**config.mk**
```make
export PLATFORM = sky130hd
export DESIGN_NAME = session_handshake_fsm_flat
export DESIGN_NICKNAME = d
export VERILOG_FILES = /design/src/rtl/shf_pkg.sv /design/src/rtl/shf_if.sv /design/src/rtl/session_handshake_fsm.sv /design/src/rtl/shf_step.sv /design/src/flat_wrapper.sv
export VERILOG_INCLUDE_DIRS = /design/src /design/src/rtl
export SDC_FILE = /design/constraint.sdc
export NUM_CORES = 1
export LEC_CHECK = 0
export BUFFER_PORTS_ARGS = -buffer_cell sky130_fd_sc_hd__clkbuf_2
export CORE_AREA = 2 2 152 154
export CTS_CLUSTER_DIAMETER = 30
export DETAILED_ROUTE_END_ITERATION = 10
export DIE_AREA = 0 0 154 156
export GPL_ROUTABILITY_DRIVEN = 0
export PLACE_DENSITY = 0.85
export SYNTH_ARGS = -nofsm -noshare
export SYNTH_HDL_FRONTEND = slang
export SYNTH_SLANG_ARGS = --single-unit
```
**constraint.sdc**
```tcl
create_clock -name i_clk -period 12.51 [get_ports i_clk]
set_clock_uncertainty 0.2 [all_clocks]
set_input_delay 2.502 -clock i_clk [delete_from_list [all_inputs] [get_ports i_clk]]
set_output_delay 2.502 -clock i_clk [all_outputs]
set_load 0.05 [all_outputs]
```
**src/rtl/session_handshake_fsm_macros.svh**
```systemverilog
// Assertion macros shared by the session handshake RTL.
`ifndef SESSION_HANDSHAKE_FSM_MACROS_SVH
`define SESSION_HANDSHAKE_FSM_MACROS_SVH

// Same-cycle implication, checked outside reset.
`define SHF_ASSERT_NOW(lbl, clk, rst_n, ante, cons, msg) \
    lbl: assert property (@(posedge clk) disable iff (!(rst_n)) (ante) |-> (cons)) \
        else $error(msg);

// Next-cycle implication, checked outside reset.
`define SHF_ASSERT_NEXT(lbl, clk, rst_n, ante, cons, msg) \
    lbl: assert property (@(posedge clk) disable iff (!(rst_n)) (ante) |=> (cons)) \
        else $error(msg);

`endif

```
**src/rtl/shf_pkg.sv**
```systemverilog
// Codes, types and widths for the session handshake controller.
`default_nettype none
package shf_pkg;

    localparam int CFG_IDX_W = 3;
    localparam int CFG_DATA_W = 32;

    // event commands
    localparam logic [3:0] CMD_START     = 4'd0;
    localparam logic [3:0] CMD_TRANSPORT = 4'd1;
    localparam logic [3:0] CMD_HELLO     = 4'd2;
    localparam logic [3:0] CMD_SUBMIT    = 4'd3;
    localparam logic [3:0] CMD_POLL      = 4'd4;
    localparam logic [3:0] CMD_TIMEOUT   = 4'd5;
    localparam logic [3:0] CMD_CANCEL    = 4'd6;
    localparam logic [3:0] CMD_CLOSE     = 4'd7;
    localparam logic [3:0] CMD_BIND      = 4'd8;
    localparam logic [3:0] CMD_RECEIVE   = 4'd9;

    // session phases
    localparam logic [3:0] ST_AWAIT_TRANSPORT = 4'd0;
    localparam logic [3:0] ST_AWAIT_HELLO     = 4'd1;
    localparam logic [3:0] ST_AWAIT_INPUT     = 4'd2;
    localparam logic [3:0] ST_PENDING         = 4'd3;
    localparam logic [3:0] ST_ESTABLISHED     = 4'd4;
    localparam logic [3:0] ST_REJECTED        = 4'd5;
    localparam logic [3:0] ST_TIMED_OUT       = 4'd6;
    localparam logic [3:0] ST_CANCELLED       = 4'd7;
    localparam logic [3:0] ST_CLOSED          = 4'd8;

    // actions
    localparam logic [3:0] ACT_NONE          = 4'd0;
    localparam logic [3:0] ACT_CLOSED        = 4'd1;
    localparam logic [3:0] ACT_CANCELLED     = 4'd2;
    localparam logic [3:0] ACT_TIMED_OUT     = 4'd3;
    localparam logic [3:0] ACT_SEND_REJECTED = 4'd4;
    localparam logic [3:0] ACT_SEND_HELLO    = 4'd5;
    localparam logic [3:0] ACT_AUTH_REJECTED = 4'd6;
    localparam logic [3:0] ACT_AUTH_STARTED  = 4'd7;
    localparam logic [3:0] ACT_AUTH_PENDING  = 4'd8;
    localparam logic [3:0] ACT_STALE         = 4'd9;
    localparam logic [3:0] ACT_ESTABLISHED   = 4'd10;

    // errors and stages
    localparam logic [1:0] ERR_NONE     = 2'd0;
    localparam logic [1:0] ERR_ILLEGAL  = 2'd1;
    localparam logic [1:0] ERR_OVERFLOW = 2'd2;

    localparam logic [1:0] STG_TRANSPORT  = 2'd0;
    localparam logic [1:0] STG_AUTH_INPUT = 2'd1;
    localparam logic [1:0] STG_PROVIDER   = 2'd2;

    // outcomes
    localparam logic [2:0] OUT_NONE          = 3'd0;
    localparam logic [2:0] OUT_ACCEPTED      = 3'd1;
    localparam logic [2:0] OUT_ILLEGAL       = 3'd2;
    localparam logic [2:0] OUT_AUTH_OK       = 3'd3;
    localparam logic [2:0] OUT_AUTH_REJECTED = 3'd4;
    localparam logic [2:0] OUT_TIMED_OUT     = 3'd5;
    localparam logic [2:0] OUT_CANCELLED     = 3'd6;
    localparam logic [2:0] OUT_STALE         = 3'd7;

    // bind / receive status
    localparam logic [2:0] QRY_NONE            = 3'd0;
    localparam logic [2:0] QRY_BOUND           = 3'd1;
    localparam logic [2:0] QRY_ALREADY         = 3'd2;
    localparam logic [2:0] QRY_NOT_ESTABLISHED = 3'd3;
    localparam logic [2:0] QRY_NOT_BOUND       = 3'd4;
    localparam logic [2:0] QRY_ID_MISMATCH     = 3'd5;
    localparam logic [2:0] QRY_GEN_MISMATCH    = 3'd6;
    localparam logic [2:0] QRY_DELIVERED       = 3'd7;

    // poll verdicts
    localparam logic [1:0] POLL_PENDING  = 2'd0;
    localparam logic [1:0] POLL_ADMITTED = 2'd1;
    localparam logic [1:0] POLL_REJECTED = 2'd2;
    localparam logic [1:0] POLL_RESERVED = 2'd3;

    // configuration register indexes
    localparam logic [CFG_IDX_W-1:0] CFG_TRANSPORT_TO = 3'd0;
    localparam logic [CFG_IDX_W-1:0] CFG_INPUT_TO     = 3'd1;
    localparam logic [CFG_IDX_W-1:0] CFG_PROVIDER_TO  = 3'd2;
    localparam logic [CFG_IDX_W-1:0] CFG_GENERATION   = 3'd3;
    localparam logic [CFG_IDX_W-1:0] CFG_ATTEMPT      = 3'd4;

    typedef struct packed {
        logic [31:0] transport_timeout;
        logic [31:0] auth_input_timeout;
        logic [31:0] auth_provider_timeout;
        logic [15:0] session_generation;
        logic [15:0] attempt_id;
    } t_cfg;

    typedef struct packed {
        logic [3:0]  cmd;
        logic [31:0] now_time;
        logic        hello_accepted;
        logic        provider_available;
        logic [1:0]  poll_status;
        logic [15:0] completion_attempt;
        logic [31:0] session_id;
        logic [15:0] op_generation;
    } t_evt;

    typedef struct packed {
        logic [3:0]  phase;
        logic [31:0] deadline;
        logic        deadline_armed;
        logic        auth_busy;
        logic [31:0] bound_id;
        logic        bound_valid;
    } t_sess;

    typedef struct packed {
        logic [3:0] action;
        logic [1:0] error_code;
        logic [1:0] error_stage;
        logic [3:0] session_state;
        logic [2:0] outcome;
        logic [2:0] query_status;
    } t_res;

endpackage
`default_nettype wire

```
**src/rtl/shf_if.sv**
```systemverilog
// Event and result channel interfaces of the session handshake controller.
`default_nettype none
interface shf_evt_if;
    logic        valid;
    logic        ready;
    logic [3:0]  cmd;
    logic [31:0] now_time;
    logic        hello_accepted;
    logic        provider_available;
    logic [1:0]  poll_status;
    logic [15:0] completion_attempt;
    logic [31:0] session_id;
    logic [15:0] op_generation;

    modport source (
        output valid, cmd, now_time, hello_accepted, provider_available,
               poll_status, completion_attempt, session_id, op_generation,
        input  ready
    );
    modport sink (
        input  valid, cmd, now_time, hello_accepted, provider_available,
               poll_status, completion_attempt, session_id, op_generation,
        output ready
    );
endinterface

interface shf_res_if;
    logic       valid;
    logic       ready;
    logic [3:0] action;
    logic [1:0] error_code;
    logic [1:0] error_stage;
    logic [3:0] session_state;
    logic [2:0] outcome;
    logic [2:0] query_status;

    modport source (
        output valid, action, error_code, error_stage, session_state, outcome,
               query_status,
        input  ready
    );
    modport sink (
        input  valid, action, error_code, error_stage, session_state, outcome,
               query_status,
        output ready
    );
endinterface
`default_nettype wire

```
**src/rtl/session_handshake_fsm.sv**
```systemverilog
// Top level of the session handshake controller: state, config and result registers.
`default_nettype none
`include "session_handshake_fsm_macros.svh"
// Server-side session lifecycle controller. Each beat on i_evt is one event; the block
// decides the transition in the cycle the beat is accepted and presents exactly one result
// beat on o_res in the next cycle. Throughput is one event per clock: the decision is a single
// 33-bit deadline add plus a compare against the stored deadline, and the result register
// frees itself in the same cycle it is taken, so i_evt stays ready while o_res is drained.
// After reset the session rests Closed and all timeouts read zero. Configuration writes on
// i_cfg_* take effect at the next edge and are expected only while no event is in flight.
module session_handshake_fsm (
    input  wire                            i_clk,
    input  wire                            i_rst_n,
    input  wire                            i_cfg_we,
    input  wire [shf_pkg::CFG_IDX_W-1:0]   i_cfg_index,
    input  wire [shf_pkg::CFG_DATA_W-1:0]  i_cfg_data,
    shf_evt_if.sink                        i_evt,
    shf_res_if.source                      o_res
);
    import shf_pkg::*;

    t_cfg  r_cfg;
    t_sess r_sess;
    t_sess n_sess;
    t_evt  evt;
    t_res  n_res;
    t_res  r_res;
    logic  r_out_valid;
    logic  evt_acc;

    // no beat is taken while reset is held
    assign i_evt.ready = i_rst_n && (!r_out_valid || o_res.ready);
    assign evt_acc     = i_evt.valid && i_evt.ready;

    assign evt.cmd                = i_evt.cmd;
    assign evt.now_time           = i_evt.now_time;
    assign evt.hello_accepted     = i_evt.hello_accepted;
    assign evt.provider_available = i_evt.provider_available;
    assign evt.poll_status        = i_evt.poll_status;
    assign evt.completion_attempt = i_evt.completion_attempt;
    assign evt.session_id         = i_evt.session_id;
    assign evt.op_generation      = i_evt.op_generation;

    shf_step u_step (
        .i_cfg  (r_cfg),
        .i_sess (r_sess),
        .i_evt  (evt),
        .o_sess (n_sess),
        .o_res  (n_res)
    );

    always_ff @(posedge i_clk) begin
        if (!i_rst_n) begin
            r_cfg              <= '0;
            r_sess.phase       <= ST_CLOSED;
            r_sess.deadline    <= '0;
            r_sess.deadline_armed <= 1'b0;
            r_sess.auth_busy   <= 1'b0;
            r_sess.bound_id    <= '0;
            r_sess.bound_valid <= 1'b0;
            r_out_valid        <= 1'b0;
        end else begin
            if (i_cfg_we) begin
                unique case (i_cfg_index)
                    CFG_TRANSPORT_TO: r_cfg.transport_timeout     <= i_cfg_data;
                    CFG_INPUT_TO:     r_cfg.auth_input_timeout    <= i_cfg_data;
                    CFG_PROVIDER_TO:  r_cfg.auth_provider_timeout <= i_cfg_data;
                    CFG_GENERATION:   r_cfg.session_generation    <= i_cfg_data[15:0];
                    CFG_ATTEMPT:      r_cfg.attempt_id            <= i_cfg_data[15:0];
                    default: begin
                    end
                endcase
            end
            if (evt_acc) begin
                r_sess      <= n_sess;
                r_out_valid <= 1'b1;
            end else if (o_res.ready) begin
                r_out_valid <= 1'b0;
            end
        end
    end

    always_ff @(posedge i_clk) begin
        if (evt_acc) begin
            r_res <= n_res;
        end
    end

    assign o_res.valid         = r_out_valid;
    assign o_res.action        = r_res.action;
    assign o_res.error_code    = r_res.error_code;
    assign o_res.error_stage   = r_res.error_stage;
    assign o_res.session_state = r_res.session_state;
    assign o_res.outcome       = r_res.outcome;
    assign o_res.query_status  = r_res.query_status;

    `SHF_ASSERT_NEXT(a_accept_loads_result, i_clk, i_rst_n, evt_acc, r_out_valid, "accepted beat produced no result")
    `SHF_ASSERT_NOW(a_result_tracks_phase, i_clk, i_rst_n, r_out_valid, r_res.session_state == r_sess.phase, "held result disagrees with session phase")
    `SHF_ASSERT_NOW(a_busy_only_pending, i_clk, i_rst_n, r_sess.auth_busy, r_sess.phase == ST_PENDING, "auth operation active outside pending")
    `SHF_ASSERT_NOW(a_armed_only_waiting, i_clk, i_rst_n, r_sess.deadline_armed, r_sess.phase < ST_ESTABLISHED, "deadline armed in settled phase")
    `SHF_ASSERT_NOW(a_no_stage_without_error, i_clk, i_rst_n, r_out_valid && r_res.error_code == ERR_NONE, r_res.error_stage == STG_TRANSPORT, "error stage set without error")

endmodule
`default_nettype wire

```
**src/rtl/shf_step.sv**
```systemverilog
// Transition logic: one event against the current session, next session and result.
`default_nettype none
module shf_step (
    input  wire shf_pkg::t_cfg  i_cfg,
    input  wire shf_pkg::t_sess i_sess,
    input  wire shf_pkg::t_evt  i_evt,
    output shf_pkg::t_sess o_sess,
    output shf_pkg::t_res  o_res
);
    import shf_pkg::*;

    logic [31:0] dur;
    logic [32:0] sum;
    logic        ovf;
    logic        illegal;
    logic        due;
    logic [1:0]  phase_stage;

    // one adder serves every stage; the command picks the duration
    always_comb begin
        case (i_evt.cmd)
            CMD_HELLO:  dur = i_cfg.auth_input_timeout;
            CMD_SUBMIT: dur = i_cfg.auth_provider_timeout;
            default:    dur = i_cfg.transport_timeout;
        endcase
    end

    assign sum = {1'b0, i_evt.now_time} + {1'b0, dur};
    assign ovf = sum[32];
    assign due = i_sess.deadline_armed && (i_sess.phase < ST_ESTABLISHED)
                 && (i_evt.now_time >= i_sess.deadline);

    always_comb begin
        case (i_sess.phase)
            ST_AWAIT_INPUT: phase_stage = STG_AUTH_INPUT;
            ST_PENDING:     phase_stage = STG_PROVIDER;
            default:        phase_stage = STG_TRANSPORT;
        endcase
    end

    always_comb begin
        o_sess  = i_sess;
        o_res   = '0;
        illegal = 1'b0;
        unique case (i_evt.cmd)
            CMD_START: begin
                if (ovf) begin
                    o_res.error_code  = ERR_OVERFLOW;
                    o_res.error_stage = STG_TRANSPORT;
                end else begin
                    o_sess.phase          = ST_AWAIT_TRANSPORT;
                    o_sess.deadline       = sum[31:0];
                    o_sess.deadline_armed = 1'b1;
                    o_sess.auth_busy      = 1'b0;
                    o_sess.bound_id       = '0;
                    o_sess.bound_valid    = 1'b0;
                end
            end
            CMD_TRANSPORT: begin
                if (i_sess.phase != ST_AWAIT_TRANSPORT) begin
                    illegal = 1'b1;
                end else if (ovf) begin
                    o_res.error_code  = ERR_OVERFLOW;
                    o_res.error_stage = STG_TRANSPORT;
                end else begin
                    o_sess.phase          = ST_AWAIT_HELLO;
                    o_sess.deadline       = sum[31:0];
                    o_sess.deadline_armed = 1'b1;
                    o_res.outcome         = OUT_ACCEPTED;
                end
            end
            CMD_HELLO: begin
                if (i_sess.phase != ST_AWAIT_HELLO) begin
                    illegal = 1'b1;
                end else if (!i_evt.hello_accepted) begin
                    o_sess.phase          = ST_REJECTED;
                    o_sess.deadline_armed = 1'b0;
                    o_res.outcome         = OUT_ACCEPTED;
                    o_res.action          = ACT_SEND_REJECTED;
                end else if (ovf) begin
                    o_res.error_code  = ERR_OVERFLOW;
                    o_res.error_stage = STG_AUTH_INPUT;
                end else begin
                    o_sess.phase          = ST_AWAIT_INPUT;
                    o_sess.deadline       = sum[31:0];
                    o_sess.deadline_armed = 1'b1;
                    o_res.outcome         = OUT_ACCEPTED;
                    o_res.action          = ACT_SEND_HELLO;
                end
            end
            CMD_SUBMIT: begin
                // overflow is checked ahead of the provider verdict
                if (i_sess.phase != ST_AWAIT_INPUT) begin
                    illegal = 1'b1;
                end else if (ovf) begin
                    o_res.error_code  = ERR_OVERFLOW;
                    o_res.error_stage = STG_PROVIDER;
                end else if (!i_evt.provider_available) begin
                    o_sess.phase          = ST_REJECTED;
                    o_sess.deadline_armed = 1'b0;
                    o_res.outcome         = OUT_AUTH_REJECTED;
                    o_res.action          = ACT_AUTH_REJECTED;
                end else begin
                    o_sess.auth_busy      = 1'b1;
                    o_sess.phase          = ST_PENDING;
                    o_sess.deadline       = sum[31:0];
                    o_sess.deadline_armed = 1'b1;
                    o_res.outcome         = OUT_ACCEPTED;
                    o_res.action          = ACT_AUTH_STARTED;
                end
            end
            CMD_POLL: begin
                if (i_sess.phase != ST_PENDING || !i_sess.auth_busy) begin
                    illegal = 1'b1;
                end else if (i_evt.poll_status == POLL_PENDING
                             || i_evt.poll_status == POLL_RESERVED) begin
                    o_res.action = ACT_AUTH_PENDING;
                end else if (i_evt.completion_attempt != i_cfg.attempt_id) begin
                    o_res.outcome = OUT_STALE;
                    o_res.action  = ACT_STALE;
                end else begin
                    o_sess.auth_busy      = 1'b0;
                    o_sess.deadline_armed = 1'b0;
                    if (i_evt.poll_status == POLL_ADMITTED) begin
                        o_sess.phase  = ST_ESTABLISHED;
                        o_res.outcome = OUT_AUTH_OK;
                        o_res.action  = ACT_ESTABLISHED;
                    end else begin
                        o_sess.phase  = ST_REJECTED;
                        o_res.outcome = OUT_AUTH_REJECTED;
                        o_res.action  = ACT_AUTH_REJECTED;
                    end
                end
            end
            CMD_TIMEOUT: begin
                if (due) begin
                    o_sess.auth_busy      = 1'b0;
                    o_sess.phase          = ST_TIMED_OUT;
                    o_sess.deadline_armed = 1'b0;
                    o_res.outcome         = OUT_TIMED_OUT;
                    o_res.action          = ACT_TIMED_OUT;
                end
            end
            CMD_CANCEL: begin
                if (!(i_sess.phase inside {ST_CANCELLED, ST_REJECTED,
                                           ST_TIMED_OUT, ST_CLOSED})) begin
                    o_sess.auth_busy      = 1'b0;
                    o_sess.phase          = ST_CANCELLED;
                    o_sess.deadline_armed = 1'b0;
                    o_res.outcome         = OUT_CANCELLED;
                    o_res.action          = ACT_CANCELLED;
                end
            end
            CMD_CLOSE: begin
                if (i_sess.phase != ST_CLOSED) begin
                    o_sess.auth_busy      = 1'b0;
                    o_sess.phase          = ST_CLOSED;
                    o_sess.deadline_armed = 1'b0;
                    o_res.outcome         = OUT_ACCEPTED;
                    o_res.action          = ACT_CLOSED;
                end
            end
            CMD_BIND: begin
                if (i_sess.phase != ST_ESTABLISHED) begin
                    o_res.query_status = QRY_NOT_ESTABLISHED;
                end else if (i_sess.bound_valid) begin
                    o_res.query_status = QRY_ALREADY;
                end else begin
                    o_sess.bound_id    = i_evt.session_id;
                    o_sess.bound_valid = 1'b1;
                    o_res.query_status = QRY_BOUND;
                end
            end
            CMD_RECEIVE: begin
                if (i_sess.phase != ST_ESTABLISHED) begin
                    o_res.query_status = QRY_NOT_ESTABLISHED;
                end else if (!i_sess.bound_valid) begin
                    o_res.query_status = QRY_NOT_BOUND;
                end else if (i_evt.session_id != i_sess.bound_id) begin
                    o_res.query_status = QRY_ID_MISMATCH;
                end else if (i_evt.op_generation != i_cfg.session_generation) begin
                    o_res.query_status = QRY_GEN_MISMATCH;
                end else begin
                    o_res.query_status = QRY_DELIVERED;
                end
            end
            default: begin
                illegal = 1'b1;
            end
        endcase

        if (illegal) begin
            o_res.action      = ACT_NONE;
            o_res.error_code  = ERR_ILLEGAL;
            o_res.error_stage = phase_stage;
            o_res.outcome     = OUT_ILLEGAL;
        end
        o_res.session_state = o_sess.phase;
    end
endmodule
`default_nettype wire
```
**src/flat_wrapper.sv**
```systemverilog
// flat-port wrapper written by rule: the top's interface ports become plain ports
module session_handshake_fsm_flat import shf_pkg::*;
  (i_clk, i_rst_n, i_cfg_we, i_cfg_index, i_cfg_data, i_evt_valid, i_evt_cmd, i_evt_now_time, i_evt_hello_accepted, i_evt_provider_available, i_evt_poll_status, i_evt_completion_attempt, i_evt_session_id, i_evt_op_generation, i_evt_ready, o_res_valid, o_res_action, o_res_error_code, o_res_error_stage, o_res_session_state, o_res_outcome, o_res_query_status, o_res_ready);
  shf_evt_if i_evt_i ();
  shf_res_if o_res_i ();
  input  wire i_clk;
  input  wire i_rst_n;
  input  wire i_cfg_we;
  input  wire [shf_pkg::CFG_IDX_W-1:0] i_cfg_index;
  input  wire [shf_pkg::CFG_DATA_W-1:0] i_cfg_data;
  input wire logic [$bits(i_evt_i.valid)-1:0] i_evt_valid;
  input wire logic [$bits(i_evt_i.cmd)-1:0] i_evt_cmd;
  input wire logic [$bits(i_evt_i.now_time)-1:0] i_evt_now_time;
  input wire logic [$bits(i_evt_i.hello_accepted)-1:0] i_evt_hello_accepted;
  input wire logic [$bits(i_evt_i.provider_available)-1:0] i_evt_provider_available;
  input wire logic [$bits(i_evt_i.poll_status)-1:0] i_evt_poll_status;
  input wire logic [$bits(i_evt_i.completion_attempt)-1:0] i_evt_completion_attempt;
  input wire logic [$bits(i_evt_i.session_id)-1:0] i_evt_session_id;
  input wire logic [$bits(i_evt_i.op_generation)-1:0] i_evt_op_generation;
  output wire logic [$bits(i_evt_i.ready)-1:0] i_evt_ready;
  output wire logic [$bits(o_res_i.valid)-1:0] o_res_valid;
  output wire logic [$bits(o_res_i.action)-1:0] o_res_action;
  output wire logic [$bits(o_res_i.error_code)-1:0] o_res_error_code;
  output wire logic [$bits(o_res_i.error_stage)-1:0] o_res_error_stage;
  output wire logic [$bits(o_res_i.session_state)-1:0] o_res_session_state;
  output wire logic [$bits(o_res_i.outcome)-1:0] o_res_outcome;
  output wire logic [$bits(o_res_i.query_status)-1:0] o_res_query_status;
  input wire logic [$bits(o_res_i.ready)-1:0] o_res_ready;
  assign i_evt_i.valid = i_evt_valid;
  assign i_evt_i.cmd = i_evt_cmd;
  assign i_evt_i.now_time = i_evt_now_time;
  assign i_evt_i.hello_accepted = i_evt_hello_accepted;
  assign i_evt_i.provider_available = i_evt_provider_available;
  assign i_evt_i.poll_status = i_evt_poll_status;
  assign i_evt_i.completion_attempt = i_evt_completion_attempt;
  assign i_evt_i.session_id = i_evt_session_id;
  assign i_evt_i.op_generation = i_evt_op_generation;
  assign i_evt_ready = i_evt_i.ready;
  assign o_res_valid = o_res_i.valid;
  assign o_res_action = o_res_i.action;
  assign o_res_error_code = o_res_i.error_code;
  assign o_res_error_stage = o_res_i.error_stage;
  assign o_res_session_state = o_res_i.session_state;
  assign o_res_outcome = o_res_i.outcome;
  assign o_res_query_status = o_res_i.query_status;
  assign o_res_i.ready = o_res_ready;
  session_handshake_fsm u_core (.i_clk(i_clk), .i_rst_n(i_rst_n), .i_cfg_we(i_cfg_we), .i_cfg_index(i_cfg_index), .i_cfg_data(i_cfg_data), .i_evt(i_evt_i), .o_res(o_res_i));
endmodule
```
==> reports/qor.yml <==
sta:
  finalHoldViolCount: 0
  setup_viol: 0
  worst_pin_slew_ns: 1.22
  report.final.slew_viol_count: 0
  fmax_ghz: 0.132
  period_share: 0.606
  relSlewSlack: 0.190
  finalSetupTns_ns: 0
  finalCriticalPeriod_ns: 7.58
  rsz0062_at_grt: "no"
  worst_slack_ns: 4.93
synthesis:
  syn_nets: 1787
  synth-async-reset-ratio: 0
  yosys.area_share.adder: 0.0698
  synth_top_area_cell: "dfxtp_1"
  yosysSeqAreaShare: 0.375
  yosysMostFrequentCell: "nand2_1"
  synth_area_per_cell_um2: 7.69
  synth_warnings: 0
  ys_seq_elements: 218
  synth_xor_area_frac: 0.0672
  synth_compound_area_frac: 0.188
  yosys-top-cells-area: "dfxtp_1 (33%), nand2_1 (11%), a21oi_1 (11%), ha_1 (6.8%), xor2_1 (4.5%)"
  synth_common_cells: "nand2_1 (345), a21oi_1 (255), dfxtp_1 (200), nor2_1 (98), clkbuf_1 (78)"
  synthSimpleGateAreaFrac: 0.221
  muxShareOfSynthArea: 0.0332
  netlist_area_um2: 12100
  synth_top_family_by_area: "simple AND/OR/NAND/NOR gates"
  synth_cell_types: 60
  synth_edf_count: 18
  synth_top_area_share: 0.331
  synth_cells: 1576
  synthFlopType: "dfxtp_1"
clocking:
  clockRootBuffer: "clkbuf_16"
  cts_buffers: 45
  cts_max_level: 2
  clk_pin_slew_ns: 0.04
  cts_setup_buffers: 0
  cts_sinks: 218
  post_cts_resized: 0
  worstSkewPairLatency_ns: 0.54
  ctsHoldBuffers: 0
  cts_tree: "yes"
  clk_path_buf_depth: 3
global_route:
  gr-total-overflow: 0
  track_usage: 0.272
  grt_pass1_vias: 11400
  grt_pass1_wl_um: 54200
  grt_max_degree: 99
  antenna_found_initial: 3
worst_hold_path:
  worstHoldStart: "u_core.r_cfg[41]"
  holdCritPathClass: "reg2reg"
floorplan:
  rows: 55
  core-area_um2: 22400
  die_x_um: 154
  pin_count: 164
  start_util: 0.542
  die_h_um: 156
  die_area_um2: 24000
critical_path:
  crit_chain: "clkbuf_2, nor2_1, and2_2, buf_4, a21oi_1, ha_1, fa_1, nand3_1, a21oi_1, o21ai_1, a211oi_1, o211ai_1, nor4b_4, o211a_1, nand3_1, a21oi_1"
  slowest_delay_ns: 0.91
  cp-end-kind: "flip-flop"
  cp.required_ns: 12.75
  r2r_start: "u_core.r_cfg[32]"
  arrival_ns: 7.82
  crit_type: "in2reg"
  crit_top_cell: "a21oi_1"
  path_max_fanout: 64
  critPathLaunch: "i_evt_cmd[3]"
  slowest_stage: "o211a_1"
  worst_setup_path_start_kind: "primary input"
drt:
  drcViolationCount: 0
  ant_nets: 0
  drt-pass1-iter-count: 5
  num_vias: 11600
  drt_iter0_markers: 1120
  drt_wl_total_um: 33300
  wl_per_cell_um: 16.5
  viasPerCell: 5.73
cells_and_area:
  final_util: 0.654
  layout.nets: 1915
  syn2layout_area_growth_pct: 20.7
  drive_gt1_frac: 0.149
outcome:
  status: "complete, no violations"
pwr:
  power_mw: 2.20
  ir_worst_vdd_uv: 100
  powerDensity_nw_per_um2: 151
  leakagePower_nw: 6.03
placed_design:
  hpwl_um: 22400
  io_buffer_count: 163
  place_worst_setup_slack_ns: 4.55
flow_run:
  drv_cap: 0
==> cells by family after synthesis <==
| group | Yosys count |
|---|---|
| DFF | 218 |
| adders and majority gates | 67 |
| xor gates and xnor gates | 93 |
| AOI/OAI and AO/OA | 403 |
| and+or+nand+nor | 613 |
| muxes | 40 |
| buffers and inverters | 142 |
==> worst paths after layout <==
check                                   endpoint  slack [ns]  cells after the start
worst min register to register  u_core.r_cfg[41]        0.25                      2
worst max-delay path            u_core.r_sess[7]        4.93                     16
worst max register to register  u_core.r_sess[7]        8.03                     13
worst min-delay path            u_core.r_cfg[41]        0.25                      2
==> per-layer routing <==
metal  vias up  routed length (µm)  GRT usage  share of wire
met3       115                2660     0.0606          0.080
met4         0                1300      0.120          0.039
li1       5683                   -          -              -
met2       500               15700      0.466           0.47
met1      5314               13600      0.329           0.41
met5         -                   0          0              0
==> where the power goes <==
group,internal [mW],leakage (nW),switching (mW)
registers,0.721,1.79,0.00927
clock network,0.851,0.773,0.388
logic,0.0870,3.47,0.144
total,1.66,6.03,0.542
==> cells in the final DEF (no fill, tap or decap), types with 11 or more instances in the layout <==
| cell | count |
|---|---|
| and3_1 | 12 |
| a21oi_1 | 255 |
| nand4_1 | 17 |
| inv_1 | 48 |
| nand2_1 | 345 |
| clkbuf_2 | 163 |
| mux2i_1 | 39 |
| ha_1 | 66 |
| dfxtp_1 | 200 |
| xor2_1 | 62 |
| clkbuf_16 | 46 |
| xnor2_1 | 31 |
| clkbuf_1 | 11 |
| nand3_1 | 58 |
| nor2b_1 | 11 |
| nor2_1 | 97 |
| and2_1 | 16 |
| nor4_1 | 15 |
| buf_4 | 11 |
| edfxtp_1 | 18 |
| a21o_1 | 33 |
| o21ai_0 | 51 |
==> stage by stage <==
stage	area, µm²	hold WS, ns	std cells
2_1_floorplan	12100	0.236	1576
3_3_place_gp	13000	0.240	1942
3_5_place_dp	13000	0.246	1942
4_1_cts	14600	0.252	2024
5_1_grt	14600	0.270	2024
6_report	14600	0.252	2026
==> worst max-delay path: cells and delay by family <==
kind | cells | cell delay, ns
and+or+nand+nor | 5 | 1.87
AOI/OAI and AO/OA | 7 | 2.03
adders and majority gates | 2 | 0.67
buffers and inverters | 2 | 0.73
==> sequential cells by signal, indices dropped and copies added (netlist names) <==
signal and count:
u_core.r_cfg 128, u_core.o_res.session_state 4, u_core.r_sess 71, u_core.o_res.query_status 3, u_core.o_res.error_stage 2, u_core.o_res.valid 1, u_core.o_res.error_code 2, u_core.o_res.outcome 3
u_core.o_res.action 4
==> area by class of cell <==
cell class                      instances  area [µm²]
Timing Repair Buffer                  174         898
Tap cell                              285         357
Inverter                               49         186
Fill cell                            1797        7740
Clock inverter                         20         343
Sequential cell                       218        4540
Clock buffer                           62        1260
Antenna cell                            2        5.00
Multi-Input combinational cell       1216        7030
No activity file was read; power rests on OpenSTA's default activity.
